### src/rtl/ppp_pkg.sv
// Shared types, constants and helper functions of the partition path parser.
package ppp_pkg;

  localparam int MAX_COMPONENTS_DEF = 8;

  localparam int FIFO_DEPTH = 4;
  localparam int FIFO_PTR_W = $clog2(FIFO_DEPTH);
  localparam int FIFO_CNT_W = $clog2(FIFO_DEPTH + 1);

  localparam logic [2:0] KIND_DISK  = 3'd0;
  localparam logic [2:0] KIND_COMP  = 3'd1;
  localparam logic [2:0] KIND_QUERY = 3'd2;
  localparam logic [2:0] KIND_OK    = 3'd3;
  localparam logic [2:0] KIND_ERROR = 3'd4;

  localparam logic [7:0] CH_SLASH   = 8'h2F;
  localparam logic [7:0] CH_PERCENT = 8'h25;
  localparam logic [7:0] CH_QUEST   = 8'h3F;
  localparam logic [7:0] CH_P_LOW   = 8'h70;
  localparam logic [7:0] CH_P_UP    = 8'h50;
  localparam logic [7:0] CH_D       = 8'h64;
  localparam logic [7:0] CH_I       = 8'h69;
  localparam logic [7:0] CH_S       = 8'h73;
  localparam logic [7:0] CH_K       = 8'h6B;
  localparam logic [7:0] CH_ZERO    = 8'h30;
  localparam logic [7:0] CH_NINE    = 8'h39;

  typedef enum logic [5:0] {
    PH_LEAD     = 6'b000001,
    PH_DISKPFX  = 6'b000010,
    PH_DISKNUM  = 6'b000100,
    PH_COMPNUM  = 6'b001000,
    PH_QUERY    = 6'b010000,
    PH_SEGSTART = 6'b100000
  } phase_t;

  typedef struct packed {
    logic [2:0]  kind;
    logic [31:0] value;
    logic [2:0]  comp_index;
    logic        has_query;
    logic        final_res;
  } result_t;

  // Returns the expected letter of the "disk" prefix at a given position.
  function automatic logic [7:0] disk_char(input logic [2:0] pos);
    logic [7:0] ch;
    case (pos)
      3'd0: ch = CH_D;
      3'd1: ch = CH_I;
      3'd2: ch = CH_S;
      3'd3: ch = CH_K;
      default: ch = 8'h00;
    endcase
    return ch;
  endfunction

  // Returns a valid flag in the top bit and the nibble value below it.
  function automatic logic [4:0] hex_value(input logic [7:0] c);
    logic [4:0] r;
    r = 5'd0;
    if (c inside {[8'h30:8'h39]}) begin
      r = {1'b1, 4'(c - 8'h30)};
    end else if (c inside {[8'h61:8'h66]}) begin
      r = {1'b1, 4'(c - 8'h57)};
    end else if (c inside {[8'h41:8'h46]}) begin
      r = {1'b1, 4'(c - 8'h37)};
    end
    return r;
  endfunction

endpackage

### src/rtl/partition_path_parser.sv
// Partition path parser: one path byte per cycle in, item stream out through a small queue.
// An accepted byte's results are written into the result queue, whose head drives the outputs.
// Throughput: one byte per cycle while in_ready is high; the final byte may produce two results.
// The four-entry result queue holds back in_ready while fewer than two entries are free.
// Reset (rst_n low, synchronous) returns the parser to the leading-slash state and empties
// the queue; after each final byte the parse state returns to that same state.
module partition_path_parser #(
  parameter int MAX_COMPONENTS = ppp_pkg::MAX_COMPONENTS_DEF
) (
  input  logic        clk,
  input  logic        rst_n,
  input  logic        in_valid,
  output logic        in_ready,
  input  logic [7:0]  in_char_in,
  input  logic        in_end_of_path,
  output logic        out_valid,
  input  logic        out_ready,
  output logic [2:0]  out_kind,
  output logic [31:0] out_value,
  output logic [2:0]  out_comp_index,
  output logic        out_has_query,
  output logic        out_final_res
);

  localparam int CNT_W = $clog2(MAX_COMPONENTS + 1);

  ppp_pkg::phase_t phase_r, phase_nxt;
  logic [2:0]       seg_pos_r, seg_pos_nxt;
  logic [31:0]      acc_r, acc_nxt;
  logic             dseen_r, dseen_nxt;
  logic [1:0]       esc_r, esc_nxt;
  logic [3:0]       hi_r, hi_nxt;
  logic [CNT_W-1:0] cnt_r, cnt_nxt;
  logic [1:0]       run_r, run_nxt;
  logic             first_r, first_nxt;
  logic             failed_r, failed_nxt;

  ppp_pkg::result_t fifo_r [ppp_pkg::FIFO_DEPTH];
  logic [ppp_pkg::FIFO_PTR_W-1:0] wr_ptr_r, rd_ptr_r;
  logic [ppp_pkg::FIFO_CNT_W-1:0] fcnt_r;

  ppp_pkg::result_t e0, e1;
  logic             e0_v, e1_v;
  logic             in_acc, out_acc;
  logic             is_digit, acc_ovf, do_start, ok;
  logic [35:0]      acc10;
  logic [4:0]       hexv;

  assign in_acc   = in_valid && in_ready;
  assign out_acc  = out_valid && out_ready;
  assign in_ready = fcnt_r <= ppp_pkg::FIFO_CNT_W'(ppp_pkg::FIFO_DEPTH - 2);

  assign is_digit = in_char_in inside {[ppp_pkg::CH_ZERO:ppp_pkg::CH_NINE]};
  assign acc10 = ({4'b0, acc_r} << 3) + ({4'b0, acc_r} << 1)
               + {28'b0, in_char_in - ppp_pkg::CH_ZERO};
  assign acc_ovf = |acc10[35:32];
  assign hexv = ppp_pkg::hex_value(in_char_in);

  always_comb begin
    phase_nxt  = phase_r;
    seg_pos_nxt = seg_pos_r;
    acc_nxt    = acc_r;
    dseen_nxt  = dseen_r;
    esc_nxt    = esc_r;
    hi_nxt     = hi_r;
    cnt_nxt    = cnt_r;
    run_nxt    = run_r;
    first_nxt  = first_r;
    failed_nxt = failed_r;
    e0_v       = 1'b0;
    e1_v       = 1'b0;
    e0         = '0;
    e1         = '0;
    do_start   = 1'b0;
    ok         = 1'b0;

    if (!failed_r) begin
      if (in_char_in == ppp_pkg::CH_SLASH) begin
        case (phase_r)
          ppp_pkg::PH_LEAD: begin
          end
          ppp_pkg::PH_SEGSTART: begin
            if (run_r < 2'd2) run_nxt = run_r + 2'd1;
          end
          ppp_pkg::PH_DISKNUM: begin
            if (!dseen_r) begin
              failed_nxt = 1'b1;
            end else begin
              e0_v = 1'b1;
              e0.kind = ppp_pkg::KIND_DISK;
              e0.value = acc_r;
              phase_nxt = ppp_pkg::PH_SEGSTART;
              run_nxt = 2'd1;
            end
          end
          ppp_pkg::PH_COMPNUM: begin
            if (!(dseen_r && acc_r != 32'd0)) begin
              failed_nxt = 1'b1;
            end else begin
              e0_v = 1'b1;
              e0.kind = ppp_pkg::KIND_COMP;
              e0.value = acc_r;
              e0.comp_index = 3'(cnt_r);
              cnt_nxt = cnt_r + CNT_W'(1);
              phase_nxt = ppp_pkg::PH_SEGSTART;
              run_nxt = 2'd1;
            end
          end
          ppp_pkg::PH_QUERY: begin
            if (esc_r != 2'd0) begin
              failed_nxt = 1'b1;
            end else begin
              phase_nxt = ppp_pkg::PH_SEGSTART;
              run_nxt = 2'd1;
            end
          end
          default: failed_nxt = 1'b1;
        endcase
      end else begin
        case (phase_r)
          ppp_pkg::PH_SEGSTART: begin
            if (run_r >= 2'd2) failed_nxt = 1'b1;
            else do_start = 1'b1;
          end
          ppp_pkg::PH_LEAD: do_start = 1'b1;
          ppp_pkg::PH_DISKPFX: begin
            if (seg_pos_r < 3'd4 && in_char_in == ppp_pkg::disk_char(seg_pos_r)) begin
              seg_pos_nxt = seg_pos_r + 3'd1;
              if (seg_pos_r == 3'd3) begin
                phase_nxt = ppp_pkg::PH_DISKNUM;
                acc_nxt = 32'd0;
                dseen_nxt = 1'b0;
              end
            end else begin
              failed_nxt = 1'b1;
            end
          end
          ppp_pkg::PH_DISKNUM: begin
            if (!is_digit || acc_ovf) begin
              failed_nxt = 1'b1;
            end else begin
              acc_nxt = acc10[31:0];
              dseen_nxt = 1'b1;
            end
          end
          ppp_pkg::PH_COMPNUM: begin
            if (is_digit) begin
              if (acc_ovf) begin
                failed_nxt = 1'b1;
              end else begin
                acc_nxt = acc10[31:0];
                dseen_nxt = 1'b1;
              end
            end else if (in_char_in == ppp_pkg::CH_QUEST && dseen_r && acc_r != 32'd0) begin
              e0_v = 1'b1;
              e0.kind = ppp_pkg::KIND_COMP;
              e0.value = acc_r;
              e0.comp_index = 3'(cnt_r);
              e0.has_query = 1'b1;
              cnt_nxt = cnt_r + CNT_W'(1);
              phase_nxt = ppp_pkg::PH_QUERY;
              esc_nxt = 2'd0;
            end else begin
              failed_nxt = 1'b1;
            end
          end
          ppp_pkg::PH_QUERY: begin
            if (esc_r == 2'd0) begin
              if (in_char_in == ppp_pkg::CH_PERCENT) begin
                esc_nxt = 2'd1;
              end else begin
                e0_v = 1'b1;
                e0.kind = ppp_pkg::KIND_QUERY;
                e0.value = {24'd0, in_char_in};
                e0.comp_index = 3'(cnt_r - CNT_W'(1));
              end
            end else if (!hexv[4]) begin
              failed_nxt = 1'b1;
            end else if (esc_r == 2'd1) begin
              hi_nxt = hexv[3:0];
              esc_nxt = 2'd2;
            end else begin
              e0_v = 1'b1;
              e0.kind = ppp_pkg::KIND_QUERY;
              e0.value = {24'd0, hi_r, hexv[3:0]};
              e0.comp_index = 3'(cnt_r - CNT_W'(1));
              esc_nxt = 2'd0;
            end
          end
          default: failed_nxt = 1'b1;
        endcase
      end

      if (do_start) begin
        if (first_r && in_char_in == ppp_pkg::CH_D) begin
          phase_nxt = ppp_pkg::PH_DISKPFX;
          seg_pos_nxt = 3'd1;
          first_nxt = 1'b0;
          run_nxt = 2'd0;
        end else if (in_char_in == ppp_pkg::CH_P_LOW || in_char_in == ppp_pkg::CH_P_UP) begin
          if (cnt_r >= CNT_W'(MAX_COMPONENTS)) begin
            failed_nxt = 1'b1;
          end else begin
            phase_nxt = ppp_pkg::PH_COMPNUM;
            acc_nxt = 32'd0;
            dseen_nxt = 1'b0;
            first_nxt = 1'b0;
            run_nxt = 2'd0;
          end
        end else begin
          failed_nxt = 1'b1;
        end
      end
    end

    if (in_end_of_path) begin
      ok = !failed_nxt;
      e1 = '0;
      e1.final_res = 1'b1;
      e1.kind = ppp_pkg::KIND_OK;
      case (phase_nxt)
        ppp_pkg::PH_SEGSTART: ok = ok && (cnt_nxt != CNT_W'(0));
        ppp_pkg::PH_COMPNUM: begin
          if (ok && dseen_nxt && acc_nxt != 32'd0) begin
            e0_v = 1'b1;
            e0 = '0;
            e0.kind = ppp_pkg::KIND_COMP;
            e0.value = acc_nxt;
            e0.comp_index = 3'(cnt_nxt);
          end else begin
            ok = 1'b0;
          end
        end
        ppp_pkg::PH_QUERY: ok = ok && (esc_nxt == 2'd0);
        default: ok = 1'b0;
      endcase
      if (!ok) begin
        e0 = '0;
        e0.kind = ppp_pkg::KIND_ERROR;
        e0.final_res = 1'b1;
        e0_v = 1'b1;
        e1_v = 1'b0;
      end else if (e0_v) begin
        e1_v = 1'b1;
      end else begin
        e0 = e1;
        e0_v = 1'b1;
      end
      phase_nxt  = ppp_pkg::PH_LEAD;
      seg_pos_nxt = 3'd0;
      acc_nxt    = 32'd0;
      dseen_nxt  = 1'b0;
      esc_nxt    = 2'd0;
      hi_nxt     = 4'd0;
      cnt_nxt    = CNT_W'(0);
      run_nxt    = 2'd0;
      first_nxt  = 1'b1;
      failed_nxt = 1'b0;
    end
  end

  always_ff @(posedge clk) begin
    if (!rst_n) begin
      phase_r  <= ppp_pkg::PH_LEAD;
      seg_pos_r <= 3'd0;
      acc_r    <= 32'd0;
      dseen_r  <= 1'b0;
      esc_r    <= 2'd0;
      hi_r     <= 4'd0;
      cnt_r    <= CNT_W'(0);
      run_r    <= 2'd0;
      first_r  <= 1'b1;
      failed_r <= 1'b0;
    end else if (in_acc) begin
      phase_r  <= phase_nxt;
      seg_pos_r <= seg_pos_nxt;
      acc_r    <= acc_nxt;
      dseen_r  <= dseen_nxt;
      esc_r    <= esc_nxt;
      hi_r     <= hi_nxt;
      cnt_r    <= cnt_nxt;
      run_r    <= run_nxt;
      first_r  <= first_nxt;
      failed_r <= failed_nxt;
    end
  end

  always_ff @(posedge clk) begin
    if (in_acc && e0_v) begin
      fifo_r[wr_ptr_r] <= e0;
    end
    if (in_acc && e1_v) begin
      fifo_r[wr_ptr_r + ppp_pkg::FIFO_PTR_W'(1)] <= e1;
    end
  end

  always_ff @(posedge clk) begin
    if (!rst_n) begin
      wr_ptr_r <= '0;
      rd_ptr_r <= '0;
      fcnt_r   <= '0;
    end else begin
      wr_ptr_r <= wr_ptr_r + ppp_pkg::FIFO_PTR_W'(in_acc && e0_v)
                           + ppp_pkg::FIFO_PTR_W'(in_acc && e1_v);
      rd_ptr_r <= rd_ptr_r + ppp_pkg::FIFO_PTR_W'(out_acc);
      fcnt_r   <= fcnt_r + ppp_pkg::FIFO_CNT_W'(in_acc && e0_v)
                         + ppp_pkg::FIFO_CNT_W'(in_acc && e1_v)
                         - ppp_pkg::FIFO_CNT_W'(out_acc);
    end
  end

  assign out_valid      = fcnt_r != '0;
  assign out_kind       = fifo_r[rd_ptr_r].kind;
  assign out_value      = fifo_r[rd_ptr_r].value;
  assign out_comp_index = fifo_r[rd_ptr_r].comp_index;
  assign out_has_query  = fifo_r[rd_ptr_r].has_query;
  assign out_final_res  = fifo_r[rd_ptr_r].final_res;

  // The queue never holds more entries than it has.
  a_fifo_bound: assert property (@(posedge clk) disable iff (!rst_n)
    fcnt_r <= ppp_pkg::FIFO_CNT_W'(ppp_pkg::FIFO_DEPTH))
    else $error("result queue overflow");

  // A final byte returns the parse state to its reset values.
  a_final_resets: assert property (@(posedge clk) disable iff (!rst_n)
    in_acc && in_end_of_path |=> phase_r == ppp_pkg::PH_LEAD && cnt_r == CNT_W'(0)
      && !failed_r && first_r)
    else $error("parse state not cleared after final byte");

  // After an error, a non-final byte produces no transaction.
  a_failed_silent: assert property (@(posedge clk) disable iff (!rst_n)
    in_acc && failed_r && !in_end_of_path |-> !e0_v)
    else $error("result produced after parse error");

  // A second result in one cycle is always the closing status.
  a_second_is_status: assert property (@(posedge clk) disable iff (!rst_n)
    e1_v |-> e0_v && e1.final_res && in_end_of_path)
    else $error("unexpected second result");

endmodule
### config.mk
export PLATFORM = sky130hd
export DESIGN_NAME = partition_path_parser
export DESIGN_NICKNAME = d
export VERILOG_FILES = /design/src/rtl/ppp_pkg.sv /design/src/rtl/partition_path_parser.sv
export SDC_FILE = /design/constraint.sdc
export NUM_CORES = 1
export LEC_CHECK = 0
export ABC_AREA = 1
export BUFFER_PORTS_ARGS = -buffer_cell sky130_fd_sc_hd__buf_2
export CAP_MARGIN = 15
export CELL_PAD_IN_SITES_DETAIL_PLACEMENT = 1
export CELL_PAD_IN_SITES_GLOBAL_PLACEMENT = 2
export CORE_ASPECT_RATIO = 1.75
export CORE_UTILIZATION = 37
export DETAILED_ROUTE_END_ITERATION = 16
export HOLD_SLACK_MARGIN = 0.1
export PLACE_DENSITY_LB_ADDON = 0.1
export SETUP_SLACK_MARGIN = 0.1
export SYNTH_ARGS = -nofsm -noshare
export SYNTH_HDL_FRONTEND = slang
export SYNTH_SLANG_ARGS = --single-unit
export TNS_END_PERCENT = 50
### constraint.sdc
create_clock -name clk -period 7.7 [get_ports clk]
set_clock_uncertainty 0.2 [all_clocks]
set_input_delay 0.385 -clock clk [delete_from_list [all_inputs] [get_ports clk]]
set_output_delay 0.385 -clock clk [all_outputs]
set_load 0.05 [all_outputs]
==> results of run 1 <==
[cell families (layout without fill, tap and decap cells)]
family                   Yosys count  in the layout  share of synthesized area
AO/OA/AOI/OAI                    339            339                      0.121
XOR/XNOR                          30             30                     0.0164
adder cells (fa/ha/maj)           91             91                     0.0752
buffers and inverters            385            384                     0.0948
flip-flops                       223            223                      0.286
AND/OR/NAND/NOR                 1516           1516                      0.407
[flip-flops by register name, indices dropped and copies added (netlist names)]
signal and count:
acc_r 32, cnt_r 4, dseen_r 1, esc_r 2
failed_r 1, fcnt_r 3, fifo_r 160, first_r 1
hi_r 4, phase_r 6, rd_ptr_r 2, run_r 2
seg_pos_r 3, wr_ptr_r 2
[cell usage after synthesis (13+ instances only)]
cell type | n | area (µm²)
nand3_1 | 255 | 1280
inv_1 | 241 | 905
nand2_2 | 28 | 175
a21oi_1 | 91 | 455
o21ai_0 | 130 | 651
a21boi_0 | 20 | 150
nand4_1 | 30 | 188
o22ai_1 | 48 | 300
nor2_1 | 196 | 736
dfxtp_1 | 211 | 4220
clkbuf_1 | 95 | 357
inv_2 | 13 | 48.8
nand3b_1 | 19 | 143
xnor2_1 | 18 | 158
ha_1 | 82 | 1030
nor3_1 | 28 | 140
nand2_1 | 906 | 3400
nand2_4 | 21 | 236
buf_2 | 16 | 80.1
[worst min path at each step]
stage	slack (ps)	cells after the start	from	to
finish	180	5	in_char_in[3]	hi_r[3]
global route	250	5	in_char_in[0]	hi_r[0]
CTS	160	5	in_char_in[3]	hi_r[3]
detailed placement	240	2	fifo_r[0][13]	fifo_r[0][13]
global placement	240	2	fifo_r[0][32]	fifo_r[0][32]
floorplan	230	2	fifo_r[0][10]	fifo_r[0][10]
[final cells by class]
cell class | count | area [µm²] | share of cell area
Multi-Input combinational cell | 1976 | 9950 | 0.564
Timing Repair Buffer | 80 | 470 | 0.0266
Clock inverter | 15 | 314 | 0.0178
Sequential cell | 223 | 4590 | 0.260
Clock buffer | 30 | 658 | 0.0373
Tap cell | 561 | 702 | 0.0398
Inverter | 259 | 972 | 0.0551
[report_power, final]
group,switching [mW],internal (mW),total [mW]
Combinational,0.996,0.261,1.26
Clock,0.533,0.914,1.45
Sequential,0.0153,1.19,1.21
Total,1.54,2.37,3.91
[worst reg2reg max path, delay by kind of cell (launching register included)]
family                   cells  cell delay (ps)
AND/OR/NAND/NOR             23             2890
flip-flops                   1              480
buffers and inverters        3              290
XOR/XNOR                     1              160
adder cells (fa/ha/maj)      4             1760
AO/OA/AOI/OAI                1              260
[layer usage]
layer  up-vias  wire, µm  part of all wire  GRT usage
met1      8151     24900              0.43      0.317
met2       256     30400              0.52      0.505
li1       8285         -                 -          -
met4         0      1360             0.023     0.0754
met3        78      1790             0.031     0.0223
met5         -         0                 0          0
==> out/metrics.cfg, run 1 <==
[global_routing]
grt_antenna_before_repair=0
grt-ovfl-total=0
grt_first_pass_wirelength_mm=95.8
grt_pass1_vias=17600
grt_util_all_layers=0.267
grt_max_degree=83

[pwr]
vdd_ir_drop_max_v=0.000215
power.total_mw=3.91
leakagePower_nw=9.38
powerDensity_nw_per_um2=221

[critical_path]
crit_buf_inv=3
worst-r2r-cell-count=32
r2r_end=fcnt_r[2]
path_class=reg2reg
worstPathRequired_ps=7880
cp-end-kind=flop
slowest_stage=nand3_2
r2r_start=acc_r[0]
slowest_delay_ps=540
worstPathArrival_ps=6400
cp.depth=32
worstPathMaxFanout=32
cp-startpoint=acc_r[0]
critPathLaunchType=flop
r2r_slack_ps=1480
cp_common_cell=nand2_1
cp_top_family=simple AND/OR/NAND/NOR gates
endpoint=fcnt_r[2]

[timing]
rsz0062_at_grt=no
hold_viol=0
worst_slew_pin_slew_ps=1100
slew_headroom=0.264
slew_viol_final=0
finalWorstSetupSlack_ps=1480
period_needed_ps=6220
setup_viol=0
fin_hold_ws_ps=179
fin_tns_setup_ps=0
final.period_utilization=0.807
fmax_ghz=0.161

[hold_path]
hold_path.class=in2reg

[yosys]
async_reset_ff_frac=0
syn_avg_cell_area_um2=6.21
synth_edf_count=12
netlist_instances=2584
ys_warn_count=0
ys_ff_latch=223
yosysSeqAreaShare=0.286
ys.flop_type=dfxtp_1
synth_nets=2688
ys_types=54
syn-cell-area_um2=16000

[clock_network]
clk_path_buf_depth=3
cts_tree=done
post_cts_buffers=0
holdBufCountCts=2
clock_sinks=223
cts.clk_slew.worst_paths_ps=70
cts_made_buffers=25
clk_latency_ps=540
htree_num_levels=1
cts-root-buf=clkbuf_16
cts_resized=0

[drt]
drc=0
drtIter0Drc=683
drt_pass1_iterations=6
wl_per_cell_um=18.6
finalWirelength_mm=58.5
vias_per_cell=5.33
ant_nets=0
vias=16800

[floorplan]
die_h_um=277
row_count=100
io_pins=55
fp.coreArea_um2=42700
die_x_um=159
die_area_um2=44200
start_util=0.376

[finish]
drive_gt1_frac=0.0825
final_core_utilization=0.414
diodes=0
fin_cells=3144
final_common_cell=nand2_1
area_growth_pct=10.0
fin_area_um2=17700
final_nets=2669
mostFrequentLayoutCells=nand2_1 (905), nand3_1 (255), inv_1 (240)
num-fill-cells=5684

[place]
dp_cells=3097
portBuffers=54
place_ws_ps=1220
dp_hpwl_mm=42.1
placed_cell_area_um2=16700
gp_congestion=0.894

[flow_run]
maxCapViolations=0

[outcome]
status=finished, final reports clean

Note: power is estimated with default switching activity, not from simulation.
==> run 2: changes to the inputs <==
Settings changed: CORE_UTILIZATION 37 to 31.
Clock period 7.7 ns to 5.5 ns, I/O delays scaled along.
==> run 2 against run 1 <==
Against the previous run:
- via count increased by 3.3%
- critical path depth fell by 1
- register-to-register slack worse by 1100 ps
- power grew 36%
- critical path type unchanged
- non-clock buffer count increased by 171
- combinational power increased by 45%
- critical endpoint is now fcnt_r[1]
- first-iteration DRC count down 3.8%
- final cell count up 9.0%
- sequential share of layout area shrank 2.1 points
- hold slack got worse by 34 ps
- design area is 9.1% higher
- largest power group is now combinational cells
==> out/metrics.cfg, run 2 (synthesis gave the netlist of run 1 again) <==
[drt]
ant_nets=0
vias=17300
drtIter0Drc=657
vias_per_cell=5.05
wl_per_cell_um=18.9
drc=0
finalWirelength_mm=64.7
drt_pass1_iterations=5

[finish]
final_nets=2841
mostFrequentLayoutCells=nand2_1 (893), nand3_1 (252), inv_1 (237)
fin_area_um2=19300
top_register=fifo_r
area_growth_pct=20.1
largestRegisters=fifo_r: 160 flops, acc_r: 32 flops, phase_r: 6 flops
final_common_cell=nand2_1
diodes=0
final-seq-area_um2=4600
drive_gt1_frac=0.152
largest_reg_flops=160
multi_input_comb_area_um2=10100
num-fill-cells=6713

[critical_path]
slowest_stage=fa_1
cp_common_cell=nand2_2
path_class=reg2reg
worstPathArrival_ps=5390
critPathLaunchType=flop
worstPathMaxFanout=7
worstPathRequired_ps=5800
slowest_delay_ps=560
cp-end-kind=flop

[clock_network]
clk_path_buf_depth=3
clock_sinks=223
htree_num_levels=1
cts_made_buffers=25
cts.clk_slew.worst_paths_ps=60
clk_latency_ps=550
cts-root-buf=clkbuf_16
cts_tree=done

[flow_run]
maxCapViolations=0

[place]
dp_hpwl_mm=47.7
gp_congestion=0.893
placed_cell_area_um2=18100
place_ws_ps=-279
portBuffers=54

[floorplan]
row_count=110
die_area_um2=52700
io_pins=55
start_util=0.313
die_x_um=174
die_h_um=303
fp.coreArea_um2=51300

[timing]
setup_viol=0
final.period_utilization=0.925
hold_viol=0
period_needed_ps=5090
fmax_ghz=0.197
worst_slew_pin_slew_ps=975
fin_tns_setup_ps=0
fin_hold_ws_ps=145
slew_viol_final=0
finalWorstSetupSlack_ps=415
rsz0062_at_grt=no
slew_headroom=0.350

[global_routing]
grt-ovfl-total=0
grt_max_degree=82
grt_antenna_before_repair=0
grt_util_all_layers=0.244
grt_first_pass_wirelength_mm=102
grt_pass1_vias=18300

[outcome]
status=finished, final reports clean

[pwr]
vdd_ir_drop_max_v=0.000317
power.total_mw=5.30
leakagePower_nw=10.2
powerDensity_nw_per_um2=275

[hold_path]
hold_path.class=in2reg

==> run 2: changes by cell type in the layout (fill, tap and decap cells not counted), sizes merged <==
| cell | delta |
|---|---|
| clkbuf | +9 |
| bufinv | -6 |
| dlygate4sd3 | +4 |
| buf | +165 |
| clkinvlp | -1 |
| inv | -2 |
| nor2 | +1 |
| clkinv | +1 |
==> run 2: power breakdown <==
group	internal (mW)	switching [mW]
Combinational	0.415	1.42
Clock	1.03	0.726
Sequential	1.67	0.0405
Total	3.11	2.19
==> run 2: layout make-up <==
cell class | count | share of cell area
clock buffers | 37 | 0.0369
clock inverters | 7 | 0.00591
inverters | 259 | 0.0505
multi-input cells | 1977 | 0.523
flip-flops and latches | 223 | 0.239
well taps | 672 | 0.0436
repair buffers | 251 | 0.101
==> run 2: stage by stage <==
step,util,std cells
after global routing,0.375,3426
after CTS,0.371,3416
after detailed placement,0.353,3366
after floorplan,-,2584
after global placement,0.353,3366
final,0.375,3426
==> run 2: timing repair <==
action / 4_1_cts / 5_1_grt
setup endpoints to repair: 2 / 168
cloned: 0 / 4
gates resized for setup: 11 / 49
hold endpoints to repair: 16 / 0
setup buffers: 0 / 6
hold buffers: 6 / 0
pin swaps: 0 / 22
==> run 2: final timing paths <==
path                       start       endpoint  slack [ps]  depth (start not counted)
setup reg to reg        acc_r[2]      fcnt_r[1]         410                         31
setup / recovery        acc_r[2]      fcnt_r[1]         410                         31
hold / removal    in_end_of_path  fifo_r[1][39]         140                          6
hold reg to reg     fifo_r[0][6]   fifo_r[0][6]         250                          2
==> run 2: worst max-delay path, delay by kind of cell (launching register included) <==
| kind | cells | cell delay (ps) |
|---|---|---|
| AO/OA/AOI/OAI | 2 | 290 |
| adder cells (fa/ha/maj) | 4 | 1690 |
| buffers and inverters | 4 | 470 |
| flip-flops | 1 | 310 |
| AND/OR/NAND/NOR | 21 | 2080 |
==> run 2: per-layer routing <==
layer	share of wire	wire [µm]	vias to the layer above	GRT usage
met1	0.42	27000	8407	0.276
met5	0	0	-	0
met3	0.017	1110	94	0.0145
met2	0.54	34800	191	0.482
met4	0.027	1740	0	0.0683
li1	-	-	8626	-
